[src/rtl/rfd_pkg.sv]
// Shared constants, payload types and register codes of the resonant feedback delay.
package rfd_pkg;

  localparam int LINE_LENGTH = 4096;
  localparam int LINE_AW     = $clog2(LINE_LENGTH);
  localparam int CHANNELS    = 2;
  localparam int SMP_W       = 24;
  localparam int WORD_W      = 2 * SMP_W;
  localparam int INT_W       = 32;
  localparam int CFG_IW      = 3;
  localparam int CFG_DW      = 24;
  localparam int MUL_W       = 34;
  localparam int PROD_W      = 2 * MUL_W;
  localparam int ACC_W       = 60;
  localparam int DIV_NW      = 50;
  localparam int DIV_DW      = 28;

  typedef enum logic [CFG_IW-1:0] {
    REG_ACTIVE,
    REG_DELAY_WHOLE,
    REG_DELAY_FRACTION,
    REG_SVF_COEF_ONE,
    REG_SVF_COEF_TWO,
    REG_SVF_COEF_THREE,
    REG_LOOP_GAIN
  } cfg_reg_t;

  typedef struct packed {
    logic signed [SMP_W-1:0] left_in;
    logic signed [SMP_W-1:0] right_in;
  } in_t;

  typedef struct packed {
    logic signed [SMP_W-1:0] left_out;
    logic signed [SMP_W-1:0] right_out;
  } out_t;

endpackage

[src/rtl/rfd_mul.sv]
// Shared signed multiplier with a registered product.
module rfd_mul (
  input  logic                              clk,
  input  logic signed [rfd_pkg::MUL_W-1:0]  a,
  input  logic signed [rfd_pkg::MUL_W-1:0]  b,
  output logic signed [rfd_pkg::PROD_W-1:0] p_r
);

  always_ff @(posedge clk) begin
    p_r <= a * b;
  end

endmodule

[config.mk]
export PLATFORM = sky130hd
export DESIGN_NAME = rfd_mul
export DESIGN_NICKNAME = d
export VERILOG_FILES = /design/src/rtl/rfd_pkg.sv /design/src/rtl/rfd_mul.sv
export SDC_FILE = /design/constraint.sdc
export NUM_CORES = 2
export LEC_CHECK = 0
export BUFFER_PORTS_ARGS = -buffer_cell sky130_fd_sc_hd__buf_2
export CAP_MARGIN = 10
export CORE_UTILIZATION = 67
export CTS_BUF_LIST = sky130_fd_sc_hd__clkbuf_4 sky130_fd_sc_hd__clkbuf_8
export CTS_CLUSTER_DIAMETER = 150
export CTS_CLUSTER_SIZE = 25
export DETAILED_ROUTE_END_ITERATION = 6
export GPL_TIMING_DRIVEN = 0
export PLACE_DENSITY = 0.87
export SLEW_MARGIN = 40
export SYNTH_ARGS = -nofsm -noshare
export SYNTH_HDL_FRONTEND = slang
export SYNTH_SLANG_ARGS = --single-unit
[constraint.sdc]
create_clock -name clk -period 9.6 [get_ports clk]
set_clock_uncertainty 0.15 [all_clocks]
set_input_delay 0.96 -clock clk [delete_from_list [all_inputs] [get_ports clk]]
set_output_delay 0.96 -clock clk [all_outputs]
set_load 0.02 [all_outputs]
### Word-level counts from Yosys, hierarchy flattened

Cells that the tools add are included.

| storage, ports and cells | value |
|---|---|
| flip-flop bits (word level) | 68 |
| input bits | 69 |
| output and inout port bits | 68 |
| logic and storage cells | 2 |

| operators by class | value |
|---|---|
| multipliers | 1 |

Operators by type and width:

| operator | count |
|---|---|
| 34-bit by 34-bit multiplier with 68-bit output | 1 |

### Logic depth before layout (Yosys ltp)

| depth | value |
|---|---|
| depth in word-level cells | 1 |
| depth in mapped cells | 31 |
| mapped depth without buffers | 29 |

### Worst setup path after synthesis

OpenSTA, ideal clock, no wires.

| path | value |
|---|---|
| path kind | in2reg |
| start | in a[33] (netlist bit) |
| end | reg p_r[65] (netlist bit) |
| setup time | 72 ps |
| data arrival time | 8,378 ps |
| required time | 9,378 ps |
| slack | 1,000 ps |
| stages on the path | 24 |
| buffers on the path | 2 |
| cells stage by stage | clkbuf_1 nand2_1 inv_1 fa_1 fa_1 fa_1 fa_1 inv_1 fa_1 fa_1 fa_1 fa_1 inv_1 ha_1 clkdlybuf4s50_2 nand3_1 or2_2 nor2_1 a221oi_1 o21ai_0 a31oi_2 nor2_2 o41ai_2 xnor2_1 |

| on the way | value |
|---|---|
| cells in the longest elaborated chain, start to end | 1 |

Ends and longest elaborated chain:

| element | line | RTL |
|---|---|---|
| from (decl) | rfd_mul.sv:4 | `input logic signed [rfd_pkg::MUL_W-1:0] a,` |
| 34-bit by 34-bit multiplier with 68-bit output | rfd_mul.sv:10 | `p_r <= a * b;` |
| to (signal assigned) | rfd_mul.sv:10 |  |
| to (decl) | rfd_mul.sv:6 | `output logic signed [rfd_pkg::PROD_W-1:0] p_r` |

No other way between the ends.

### Worst setup path in the final report

| path | value |
|---|---|
| start | in a[19] (netlist bit) |
| end | reg p_r[64] (netlist bit) |

Same word-level chain as after synthesis.

==> results.yml <==
drt:
  dr_total_vias: 33900
  via_per_inst: 6.06
  dr.pass1.iters: 7
  drt_iter0_markers: 3640
  drtAntennaViolNets: 0
  wl_um: 159000
  wl_per_cell_um: 28.4
  route.detailed.drc: 1
outcome:
  status: "complete, but fails checks"
  violations: "design-rule violations, negative setup slack"
clock_network:
  cts_tree: "yes"
  cts_buffer_depth: 2
  clockRootBuffer: "clkbuf_8"
  hold_buffers: 0
  cts_inserted_buffers: 9
  cts.htree.levels: 3
  clkSlewWorstSetupHoldPaths_ns: 0.11
  cts_sinks: 68
cells_and_area:
  drive_gt1_share_pct: 6.35
  area_delta_synth_final_pct: 5.40
  final_cell_count_no_fill: 5589
  layout_commonest_cell: "fa_1"
  fillers: 4706
  final_cell_mix: "fa_1, inv_1, and2_1"
  final_nets: 6219
  top_register: "p_r"
  top_regs: "p_r x68"
  largest_register_ffs: 68
floorplan:
  pin_count: 137
  die-area_mm2: 0.0652
  chipWidth_um: 255
  die_h_um: 255
  fp.coreArea_mm2: 0.0633
  num_rows: 92
  start_util_pct: 68.0
timing:
  slew_viol_final: 0
  fmax_mhz: 104
  rsz0062_at_grt: "false"
  slew_headroom_pct: 29.5
  final-setup-viol-count: 4
  tightest_slew_ns: 1.06
  min_period_ns: 9.65
  hold_viol: 0
  fin_crit_sh_pct: 101
  setup_tns_ns: -0.121
  fin_ws_ns: -0.0514
placed_design:
  dp_cells: 5535
  io_buffer_count: 130
  hpwl_um: 132000
  place_congestion: 1.08
synthesis:
  yosys.area.top_type: "fa_1"
  ys_seq_area_share_pct: 3.16
  synth_edf_count: 0
  synth_flop_cell: "dfxtp_1"
  async_reset_ff_share_pct: 0
  ys_warn_count: 0
  synth.avg_cell_area_um2: 9.45
  netlist_instances: 4554
  synth_top_area_share_pct: 57.7
  synthesis.nets: 6068
  ys_types: 69
  netlist_top_cells_area: "fa_1, inv_1, and2_1"
  synth_seq_cells: 68
  syn_area_mm2: 0.0430
worst_setup_path:
  criticalPathCategory: "input pin to flip-flop"
  cp-end-kind: "flip-flop"
  crit_fanout: 10
  critPathArrivalTime_ns: 9.86
  startpoint_type: "input pin"
  cp.required_ns: 9.81
global_route:
  grt_pass1_wl_um: 235000
  grt_antenna_before_repair: 28
  track_usage_pct: 51.2
  grt_remaining_overflow: 0
  grt_max_degree: 18
  grt_pass1_vias: 36700
job:
  drv_cap: 0
hold_path:
  min_path_type: "input pin to flip-flop"
-- stage by stage --
step / worst slack, ns / util [%] / hold WS [ns] / instance area, um^2
after floorplan: 1.00 / - / 0.937 / 43000
after CTS: 0.00115 / 71.3 / 0.756 / 45100
after global routing: 0.00309 / 71.5 / 0.801 / 45300
after detailed placement: -0.849 / 70.9 / 1.22 / 44900
final: -0.0514 / 71.6 / 0.792 / 45400
after global placement: -0.964 / 70.7 / 1.22 / 44700
-- worst max-delay path: stages --
cell and delay, ns:
buf_2 0.20, clkbuf_1 0.74, and2_1 0.26, fa_1 0.51, fa_1 0.53, fa_1 0.40
inv_1 0.27, fa_1 0.55, fa_1 0.53, inv_1 0.06, fa_1 0.56, fa_1 0.53
inv_1 0.06, fa_1 0.72, inv_1 0.11, ha_1 0.48, nand2_1 0.16, or3_2 0.56
a211o_2 0.42, nand4b_1 0.32, a21bo_2 0.32, a21o_1 0.28, a311oi_2 0.14, xnor2_1 0.14
-- kinds of logic (layout without fill, tap and decap cells) --
kind of cell | Yosys count | in the layout | synth area share, %
and+or+nand+nor | 1296 | 1296 | 15.4
DFF | 68 | 68 | 3.16
other | 0 | 33 | 0
buffers and inverters | 1460 | 1616 | 12.8
AOI/OAI and AO/OA | 206 | 206 | 3.35
adders and majority gates | 1445 | 1445 | 63.7
xor gates and xnor gates | 79 | 79 | 1.61
-- what timing repair did --
action | CTS | global route
endpoints found under the hold margin | 0 | 0
resized for setup | 5 | 62
setup buffers | 0 | 5
pin swaps | 0 | 3
endpoints found under the setup margin | 14 | 26
-- layer usage --
metal	GRT usage, %	routed length (um)	vias to the layer above
li1	-	-	13200
met1	61.3	51800	17100
met2	74.9	68400	2751
met3	19.1	22500	880
met4	40.5	16200	6
met5	0	35	-
-- path summary, 6_finish.rpt --
kind	start	to	slack, ns	depth (start not counted)
min	a[0]	p_r[0]	0.79	2
max	a[19]	p_r[64]	-0.05	24
-- synthesized netlist by cell type (3+ instances only) --
cell type	n
clkbuf_1	214
and3_2	3
nand4_1	11
inv_1	1231
o21ai_0	31
a31oi_1	7
fa_1	1241
nand3_1	11
a21o_1	37
a221oi_1	3
xnor2_1	56
or2_2	4
xor2_1	23
nor2b_1	9
nor3_1	5
and3_1	5
nor2_1	54
o21bai_1	12
a211oi_1	6
o41ai_2	3
o21a_1	4
ha_1	204
and2_1	621
o21ai_1	7
buf_4	4
o41ai_1	3
o211ai_1	3
nand2b_1	20
nand2_1	542
dfxtp_1	68
a21oi_1	61
-- cell type report --
type | count | area, um^2 | area share (%)
inverters | 1232 | 4630 | 10.2
repair buffers | 140 | 762 | 1.68
diodes | 33 | 82.6 | 0.182
well taps | 846 | 1060 | 2.33
multi-input cells | 3026 | 36200 | 79.8
flip-flops and latches | 68 | 1360 | 3.00
clock inverters | 7 | 100 | 0.221
plain buffers | 228 | 1040 | 2.30
clock buffers | 9 | 124 | 0.273
Power is left out: the tool's default activity adds up to more than one toggle a clock period on the data nets, which glitch-free logic cannot reach.
