**config.mk**
```make
export PLATFORM = sky130hd
export DESIGN_NAME = rfd_div
export DESIGN_NICKNAME = d
export VERILOG_FILES = /design/src/rtl/rfd_pkg.sv /design/src/rtl/rfd_div.sv
export SDC_FILE = /design/constraint.sdc
export NUM_CORES = 1
export LEC_CHECK = 0
export BUFFER_PORTS_ARGS = -buffer_cell sky130_fd_sc_hd__buf_2
export CORE_ASPECT_RATIO = 0.9
export CORE_UTILIZATION = 59
export CTS_CLUSTER_SIZE = 14
export DETAILED_ROUTE_END_ITERATION = 6
export PLACE_DENSITY = 0.86
export REMOVE_ABC_BUFFERS = 1
export SLEW_MARGIN = 20
export SYNTH_ARGS = -nofsm -noshare
export SYNTH_HDL_FRONTEND = slang
export SYNTH_SLANG_ARGS = --single-unit
```
**constraint.sdc**
```tcl
create_clock -name clk -period 7.63 [get_ports clk]
set_clock_uncertainty 0.1 [all_clocks]
set_input_delay 0.3815 -clock clk [delete_from_list [all_inputs] [get_ports clk]]
set_output_delay 0.3815 -clock clk [all_outputs]
set_load 0.01 [all_outputs]
```
**src/rtl/rfd_pkg.sv**
```systemverilog
// Shared constants, payload types and register codes of the resonant feedback delay.
package rfd_pkg;

  localparam int LINE_LENGTH = 4096;
  localparam int LINE_AW     = $clog2(LINE_LENGTH);
  localparam int CHANNELS    = 2;
  localparam int SMP_W       = 24;
  localparam int WORD_W      = 2 * SMP_W;
  localparam int INT_W       = 32;
  localparam int CFG_IW      = 3;
  localparam int CFG_DW      = 24;
  localparam int MUL_W       = 34;
  localparam int PROD_W      = 2 * MUL_W;
  localparam int ACC_W       = 60;
  localparam int DIV_NW      = 50;
  localparam int DIV_DW      = 28;

  typedef enum logic [CFG_IW-1:0] {
    REG_ACTIVE,
    REG_DELAY_WHOLE,
    REG_DELAY_FRACTION,
    REG_SVF_COEF_ONE,
    REG_SVF_COEF_TWO,
    REG_SVF_COEF_THREE,
    REG_LOOP_GAIN
  } cfg_reg_t;

  typedef struct packed {
    logic signed [SMP_W-1:0] left_in;
    logic signed [SMP_W-1:0] right_in;
  } in_t;

  typedef struct packed {
    logic signed [SMP_W-1:0] left_out;
    logic signed [SMP_W-1:0] right_out;
  } out_t;

endpackage

```
**src/rtl/rfd_div.sv**
```systemverilog
// Restoring unsigned divider, one quotient bit per cycle.
module rfd_div (
  input  logic                        clk,
  input  logic                        rst_n,
  input  logic                        start,
  input  logic [rfd_pkg::DIV_NW-1:0]  dividend,
  input  logic [rfd_pkg::DIV_DW-1:0]  divisor,
  output logic                        done_r,
  output logic [rfd_pkg::DIV_NW-1:0]  quo_r
);

  localparam int NW    = rfd_pkg::DIV_NW;
  localparam int DW    = rfd_pkg::DIV_DW;
  localparam int CNT_W = $clog2(NW + 1);

  logic          busy_r;
  logic [CNT_W-1:0] cnt_r;
  logic [DW-1:0] rem_r;
  logic [DW-1:0] div_r;
  logic [DW:0]   trial;
  logic [DW:0]   diff;
  logic          ge;
  logic [DW-1:0] rem_nxt;

  always_comb begin
    trial   = {rem_r, quo_r[NW-1]};
    diff    = trial - {1'b0, div_r};
    ge      = trial >= {1'b0, div_r};
    rem_nxt = ge ? diff[DW-1:0] : trial[DW-1:0];
  end

  always_ff @(posedge clk) begin
    if (!rst_n) begin
      busy_r <= 1'b0;
      done_r <= 1'b0;
    end else begin
      done_r <= 1'b0;
      if (start) begin
        busy_r <= 1'b1;
        cnt_r  <= '0;
        rem_r  <= '0;
        quo_r  <= dividend;
        div_r  <= divisor;
      end else if (busy_r) begin
        rem_r <= rem_nxt;
        quo_r <= {quo_r[NW-2:0], ge};
        cnt_r <= cnt_r + CNT_W'(1);
        if (cnt_r == CNT_W'(NW - 1)) begin
          busy_r <= 1'b0;
          done_r <= 1'b1;
        end
      end
    end
  end

endmodule

```
Yosys cells after proc, flatten, opt, wreduce, memory -nomap -nowiden
Index checks and enable logic that the tools add are counted.

Register bits after elaboration: 114. Bits in latches: 0. Memory bits (writable): 0. Bits in read-only memories: 0. Output and inout port bits: 51. Memories: 0.

Add/sub/neg operators: 2. Multipliers: 0. Divide/modulo/power cells: 0. $lt $le $gt $ge: 1. Eq/ne operators: 1. Shifts and indexed selects: 0. Mux-type cells: 9. Bitwise gates (word level): 2. Reductions and logical operators: 4.

Operator list (count): 50-bit 2-to-1 mux (2); 28-bit 2-to-1 mux (2); 29-bit by 28-bit >= comparator with 1-bit output (1); 28-bit subtractor (1); 6-bit by 1-bit adder with 6-bit output, second input constant (1); 6-bit equality test, second input constant (1); 6-bit 2-to-1 mux (1); 1-bit 2-to-1 mux (4); 2-bit AND reduction (2); 3-bit OR reduction (1); 1-bit NOT (2); 2-bit nonzero test (1).

Logic depth before layout (Yosys ltp)
Gate-level depths: netlist (run 1).

Depth in word-level cells: 4. Depth in mapped cells: 12.

Least setup slack after synthesis (run 1)
Ideal clock, no wire load.

Path type: input-to-reg. Start point: in start. End point: reg cnt_r[0] (enable). Library setup time: 0.450 ns. Data arrival time: 2.963 ns. Data required time: 7.080 ns. Slack: 4.117 ns. Stages on the path: 3. Buffers on the path: 2. Cells stage by stage: clkbuf_1 clkbuf_1 o21a_1.

Longest elaborated chain between the ends: 2.

Ends and longest elaborated chain: start, declared (RTL line rfd_div.sv:5) `input logic start,`; 2-bit nonzero test (no source line); 2-bit AND reduction (no source line); end signal, assigned (RTL line rfd_div.sv:47) `cnt_r <= cnt_r + CNT_W'(1);`; end, declared (RTL line rfd_div.sv:17) `logic [CNT_W-1:0] cnt_r;`.

Every way passes these cells. A chain may end at the register's enable or synchronous reset.

Final worst setup path (run 1)
Start point: reg quo_r[49] in the netlist's numbering. End point: reg rem_r[26], data pin.

Longest elaborated chain between the ends: 3. Elaborated cells on any way between the ends: 4. Those cells by class: add/sub (1); order compare (1); mux (2).

Ends and longest elaborated chain: start, declared (RTL line rfd_div.sv:9) `output logic [rfd_pkg::DIV_NW-1:0] quo_r`; start signal, assigned (RTL line rfd_div.sv:42) `quo_r <= dividend;`; start signal, assigned (RTL line rfd_div.sv:46) `quo_r <= {quo_r[NW-2:0], ge};`; 28-bit subtractor or 29-bit by 28-bit >= comparator with 1-bit output (tied branches) (RTL line rfd_div.sv:27, rfd_div.sv:28); 28-bit 2-to-1 mux * (RTL line rfd_div.sv:29) `rem_nxt = ge ? diff[DW-1:0] : trial[DW-1:0];`; 28-bit 2-to-1 mux * (RTL line rfd_div.sv:44) `end else if (busy_r) begin`; end signal, assigned (RTL line rfd_div.sv:45) `rem_r <= rem_nxt;`; end, declared (RTL line rfd_div.sv:18) `logic [DW-1:0] rem_r;`.

Every way passes the cells marked *; elsewhere a longest branch is shown, timed or not. The select of a mux whose other input is x is not followed.

==> impl_metrics.toml, run 1 <==
[worst_setup_path]
worstPathRequired_ps = 7750
cp-start-kind = "flop"
critPathSlowestCell = "a2111oi_0"
cp.arrival_ps = 3380
worstPathCellList = "inv_1, ha_1, fa_1, nand2b_1, a21oi_1, o211a_1, o21ai_1, a2111oi_0, o31a_1, nor3_1, o41ai_1"
cp_top_family = "compound AO/OA/AOI/OAI gates"
cp_num_buf_inv = 1
crit_path_end_kind = "flop"
critPathKind = "reg2reg"
crit_fanout = 4
max_stage_delay_ps = 460

[final_layout]
syn2layout_area_growth_pct = 20.5
drive_above_1_share = 0.330
n_antenna_cell = 0
final_area_mm2 = 0.00749
final_nets = 770
multi_input_area_mm2 = 0.00259
nFillCells = 713
register_area_mm2 = 0.00340

[floorplanning]
dieArea_mm2 = 0.0109
die_height_um = 99.4
die_width_um = 110
initial_utilization = 0.606
rows = 35
core-area_mm2 = 0.0102
io_pins = 132

[placed_design]
io_buffer_count = 131
place_area_mm2 = 0.00697
dp_hpwl_mm = 9.61
place.gp.congestion = 0.891

[routing]
wl_per_cell_um = 17.9
ant_nets = 0
route.detailed.drc = 0
drt_pass1_iterations = 5
num_vias = 4666
vias_per_cell = 5.85
wirelength_mm = 14.3
dr.first_iter.drc_count = 221

[timing]
maxSlewHeadroom = 0.499
finalSetupViolCount = 0
period_share = 0.428
worstMarginPinSlew_ps = 752
timing.setup.tns_ps = 0
final_hold_viol_count = 0
max_freq_mhz = 306
period_minus_slack_ps = 3260
slew_violations = 0
grt_setup_unrepaired = "false"

[logic_synthesis]
synthArstFlopShare = 0
ys_types = 58
synthCells = 523
synth-seq-cells = 114
ys_warn_count = 0
syn_area_per_cell_um2 = 11.9
synth_area_leaders = "edfxtp_1 (54%), mux2_2 (9.1%), ha_1 (6.0%), a21oi_1 (3.9%), nand2_1 (3.3%)"
ys_seq_area_frac = 0.548
synth-edff-count = 112
synth_ff_type = "edfxtp_1"
yosys.area.top_type = "edfxtp_1"
syn-cell-area_mm2 = 0.00621
yosys.area.top_type_share = 0.541

[flow_run]
cap_viol_max_count = 0

[clock_network]
hold_buffers = 0
insertion_delay_ps = 410
clk_pin_slew_worst_paths_ps = 60
htreeDepth = 4
clock_sinks = 114
cts-root-buf = "clkbuf_16"
clk_path_buf_depth = 2
cts_resized = 0
post_cts.repair.setup_buffers = 0
cts_made_buffers = 17
cts_tree = "yes"

[power]
total_leakage_power_nw = 3.12
peakVddDrop_mv = 0.243
p_per_area_mw_per_mm2 = 250

[global_routing]
grt_max_degree = 86
gr-usage-all-layers = 0.272
antenna_found_initial = 0
grt_overflow = 0
grt_pass1_vias = 4750
grt_pass1_wl_mm = 22.5

[hold_path]
min_path_type = "in2reg"

[status]
status = "finished, final reports clean"
## final timing paths
path	start	endpoint	slack, ps	depth (start not counted)
worst max-delay path	quo_r[49]	rem_r[26]	4370	11
worst min-delay path	divisor[7]	div_r[7]	40	1
worst min register to register	busy_r	done_r	380	2
worst max register to register	quo_r[49]	rem_r[26]	4370	11
## cells by family (layout without fill, tap and decap cells)
logic type	Yosys count	after routing	synth area share
AND/OR/NAND/NOR	128	128	0.0971
AO/OA/AOI/OAI	124	124	0.133
flip-flops	114	114	0.548
buffers and inverters	54	200	0.0369
multiplexers	51	51	0.0922
adder cells (fa/ha/maj)	31	31	0.0636
XOR/XNOR	21	21	0.0296
## registers in the layout, indices dropped and copies added (netlist names)
name    flops
rem_r      28
done_r      1
cnt_r       6
quo_r      50
busy_r      1
div_r      28
## metal layers
layer / part of all wire / up-vias / global-route usage
met5: 0 / - / 0
met4: 0.016 / 0 / 0.0810
met3: 0.079 / 23 / 0.0872
met2: 0.49 / 188 / 0.449
met1: 0.41 / 2246 / 0.343
li1: - / 2209 / -
## cell type report
cell class              instances  area share
clock inverters                12     0.00952
inverters                      35      0.0175
flip-flops and latches        114       0.454
repair buffers                135      0.0936
well taps                     129      0.0216
multi-input cells             355       0.346
clock buffers                  18      0.0573
## worst register-to-register path: stages (launching register included)
cell and delay [ps]:
edfxtp_1 370, inv_1 60, ha_1 220, fa_1 390, nand2b_1 190, a21oi_1 350, o211a_1 250, o21ai_1 110
a2111oi_0 460, o31a_1 230, nor3_1 50, o41ai_1 300
## placed cells by master, fill, tap and decap left out, types with 7 or more instances in the layout
cell / netlist / final
a21oi_1: 48 / 47
nand2b_1: 8 / 8
inv_1: 35 / 35
edfxtp_1: 112 / 112
nor2_1: 26 / 26
nand2_1: 54 / 54
o21ai_0: 13 / 13
xnor2_1: 14 / 14
buf_2: 4 / 130
xor2_1: 7 / 7
clkbuf_16: 0 / 17
a211oi_1: 10 / 10
nand3_1: 11 / 11
mux2_2: 50 / 50
a21o_1: 13 / 13
ha_1: 30 / 30
## cells in the mapped netlist, drive strengths merged, types with 4 or more instances
master	number
xnor2	14
inv	35
a21oi	50
a21o	14
a211oi	10
buf	7
o21a	7
o21ai	18
nand2b	8
ha	30
edfxtp	112
clkbuf	11
mux2	50
xor2	7
nand3	11
nor3	5
nor2	26
o211ai	4
nand2	54
## power breakdown
part           leakage [nW]  switching (mW)  total, mW  internal, mW
Combinational          1.79           0.234      0.405         0.171
Clock                 0.240           0.280      0.684         0.404
Sequential             1.09          0.0256      0.781         0.755
Total                  3.12           0.540       1.87          1.33
## through the flow
step	hold WS (ps)	setup slack, ps	instances	total power, mW	utilization
final	43.4	4370	798	1.87	0.731
after detailed placement	400	4380	767	1.19	0.680
after floorplan	316	4270	504	1.07	-
after global routing	34.3	4090	798	1.95	0.731
after global placement	338	4530	767	1.17	0.680
after CTS	32.4	4400	797	1.87	0.729
Note: power is estimated with default switching activity, not from simulation.
==> inputs of run 2 (changes only) <==
--- a/config.mk
+++ b/config.mk
@@ -7,10 +7,10 @@
 export LEC_CHECK = 0
 export BUFFER_PORTS_ARGS = -buffer_cell sky130_fd_sc_hd__buf_2
 export CORE_ASPECT_RATIO = 0.9
-export CORE_UTILIZATION = 59
+export CORE_UTILIZATION = 55
 export CTS_CLUSTER_SIZE = 14
 export DETAILED_ROUTE_END_ITERATION = 6
-export PLACE_DENSITY = 0.86
+export PLACE_DENSITY = 0.81
 export REMOVE_ABC_BUFFERS = 1
 export SLEW_MARGIN = 20
 export SYNTH_ARGS = -nofsm -noshare
==> constraint.sdc (replaced) <==
create_clock -name clk -period 3.19 [get_ports clk]
set_clock_uncertainty 0.1 [all_clocks]
set_input_delay 0.1595 -clock clk [delete_from_list [all_inputs] [get_ports clk]]
set_output_delay 0.1595 -clock clk [all_outputs]
set_load 0.01 [all_outputs]
==> run 2 against run 1 <==
Effect of this change: core utilization is 5.2 points higher; wire length up 16%; register-to-register slack worse by 4200 ps; flip-flop and latch count is the same; critical endpoint is now rem_r[24].
==> impl_metrics.toml, run 2 (same netlist as run 1, synthesis figures left out) <==
[status]
status = "finished, final reports clean"

[clock_network]
clk_path_buf_depth = 2
clk_pin_slew_worst_paths_ps = 60
cts_tree = "yes"
clock_sinks = 114
insertion_delay_ps = 420
cts-root-buf = "clkbuf_16"
post_cts.repair.setup_buffers = 0
htreeDepth = 4
cts_made_buffers = 17

[worst_setup_path]
worstPathRequired_ps = 3360
cp-start-kind = "flop"
crit_fanout = 3
crit_path_end_kind = "flop"
crit_top_cell = "a21oi_1"
worstPathCellList = "inv_1, ha_1, fa_1, nand2b_1, a21oi_2, buf_4, o21ba_2, o21ai_0, a21oi_1, nor3_1, or3b_1, a21oi_1"
cp.arrival_ps = 3210
max_stage_delay_ps = 410
critPathKind = "reg2reg"
critPathSlowestCell = "fa_1"

[floorplanning]
rows = 36
dieArea_mm2 = 0.0117
core-area_mm2 = 0.0109
initial_utilization = 0.570
die_width_um = 114
die_height_um = 103
io_pins = 132

[routing]
wl_per_cell_um = 18.3
vias_per_cell = 5.60
route.detailed.drc = 0
dr.first_iter.drc_count = 310
wirelength_mm = 16.6
drt_pass1_iterations = 6
num_vias = 5075
ant_nets = 0

[global_routing]
grt_pass1_vias = 5113
gr-usage-all-layers = 0.295
grt_max_degree = 57
antenna_found_initial = 0
grt_overflow = 0
grt_pass1_wl_mm = 25.8

[power]
switchingPower_mw = 1.34
total_leakage_power_nw = 3.56
internal-power_mw = 3.79
seq_power_share = 0.365
p_sw_frac = 0.261
p_per_area_mw_per_mm2 = 601
clkPwrFrac = 0.423
power_frac_comb = 0.212
peakVddDrop_mv = 0.401

[final_layout]
mostFrequentLayoutCells = "buf_2 (130), edfxtp_1 (112), dlygate4sd3_1 (79)"
syn2layout_area_growth_pct = 37.3
n_antenna_cell = 0
layout_commonest_cell = "buf_2"
final_nets = 854
largest_register_ffs = 50
largest_registers = "quo_r x50, div_r x28, rem_r x28"
nFillCells = 649
fin_cells = 906
final_core_util = 0.783
regMostFlops = "quo_r"
drive_above_1_share = 0.308

[timing]
timing.setup.tns_ps = 0
period_share = 0.953
period_minus_slack_ps = 3040
max_freq_mhz = 329
finalSetupViolCount = 0
maxSlewHeadroom = 0.540
final_hold_viol_count = 0
slew_violations = 0
grt_setup_unrepaired = "false"
worstMarginPinSlew_ps = 690
whs_ps = 264

[placed_design]
io_buffer_count = 131
dp_cells = 795
dp_hpwl_mm = 9.33
place.gp.congestion = 0.984

[hold_path]
min_path_type = "in2reg"

[flow_run]
cap_viol_max_count = 0
-- run 2: cell types whose count changed in the layout (fill, tap and decap cells not counted), sizes merged, moves of 2 or more --
cell / before / now
clkinv: 9 / 3
dlygate4sd3: 0 / 79
clkinvlp: 3 / 1
buf: 135 / 139
bufinv: 0 / 6
clkbuf: 18 / 21
-- run 2: per-layer routing --
metal | up-vias | part of all wire | global-route usage
li1 | 2385 | - | -
met1 | 2419 | 0.41 | 0.361
met2 | 251 | 0.49 | 0.500
met3 | 20 | 0.082 | 0.0988
met4 | 0 | 0.014 | 0.0879
met5 | - | 0 | 0
-- run 2: power groups by stage --
stage	combinational, mW	clock (mW)	sequential [mW]
global placement	0.926	0	1.89
detailed placement	0.958	0	1.89
floorplan	0.655	0	1.90
global route	1.19	2.24	1.88
finish	1.09	2.17	1.87
CTS	1.04	2.19	1.87
-- run 2: final timing paths --
| path | startpoint | endpoint | slack (ps) | cells past startpoint |
|---|---|---|---|---|
| max reg2reg | quo_r[49] | rem_r[24] | 150 | 12 |
| min reg2reg | busy_r | done_r | 380 | 2 |
| max | quo_r[49] | rem_r[24] | 150 | 12 |
| min | start | cnt_r[0] | 260 | 2 |
-- run 2: cell type report --
cell class                      count  area [um^2]  area share
Inverter                           35          131      0.0154
Timing Repair Buffer              218         1520       0.178
Clock buffer                       21          460      0.0540
Clock inverter                     10          206      0.0242
Sequential cell                   114         3400       0.399
Multi-Input combinational cell    356         2620       0.307
Tap cell                          152          190      0.0223
-- run 2: critical path: cells and delay by family, from the launching register on --
| kind | cells | cell delay (ps) |
|---|---|---|
| adder cells (fa/ha/maj) | 2 | 640 |
| AND/OR/NAND/NOR | 3 | 670 |
| buffers and inverters | 2 | 200 |
| AO/OA/AOI/OAI | 5 | 920 |
| flip-flops | 1 | 370 |
-- run 2: metrics by stage --
| step | total power [mW] | setup slack (ps) | area [um^2] |
|---|---|---|---|
| after floorplan | 2.56 | -167 | 6120 |
| after global placement | 2.81 | 221 | 7050 |
| after detailed placement | 2.85 | 119 | 7050 |
| after CTS | 5.10 | 66.8 | 8510 |
| after global routing | 5.31 | 5.35 | 8530 |
| final | 5.13 | 149 | 8530 |
-- run 2: timing repair --
action,CTS,global route
hold endpoints to repair,79,0
endpoints found under the setup margin,0,5
gates resized for setup,0,4
hold buffers,79,0
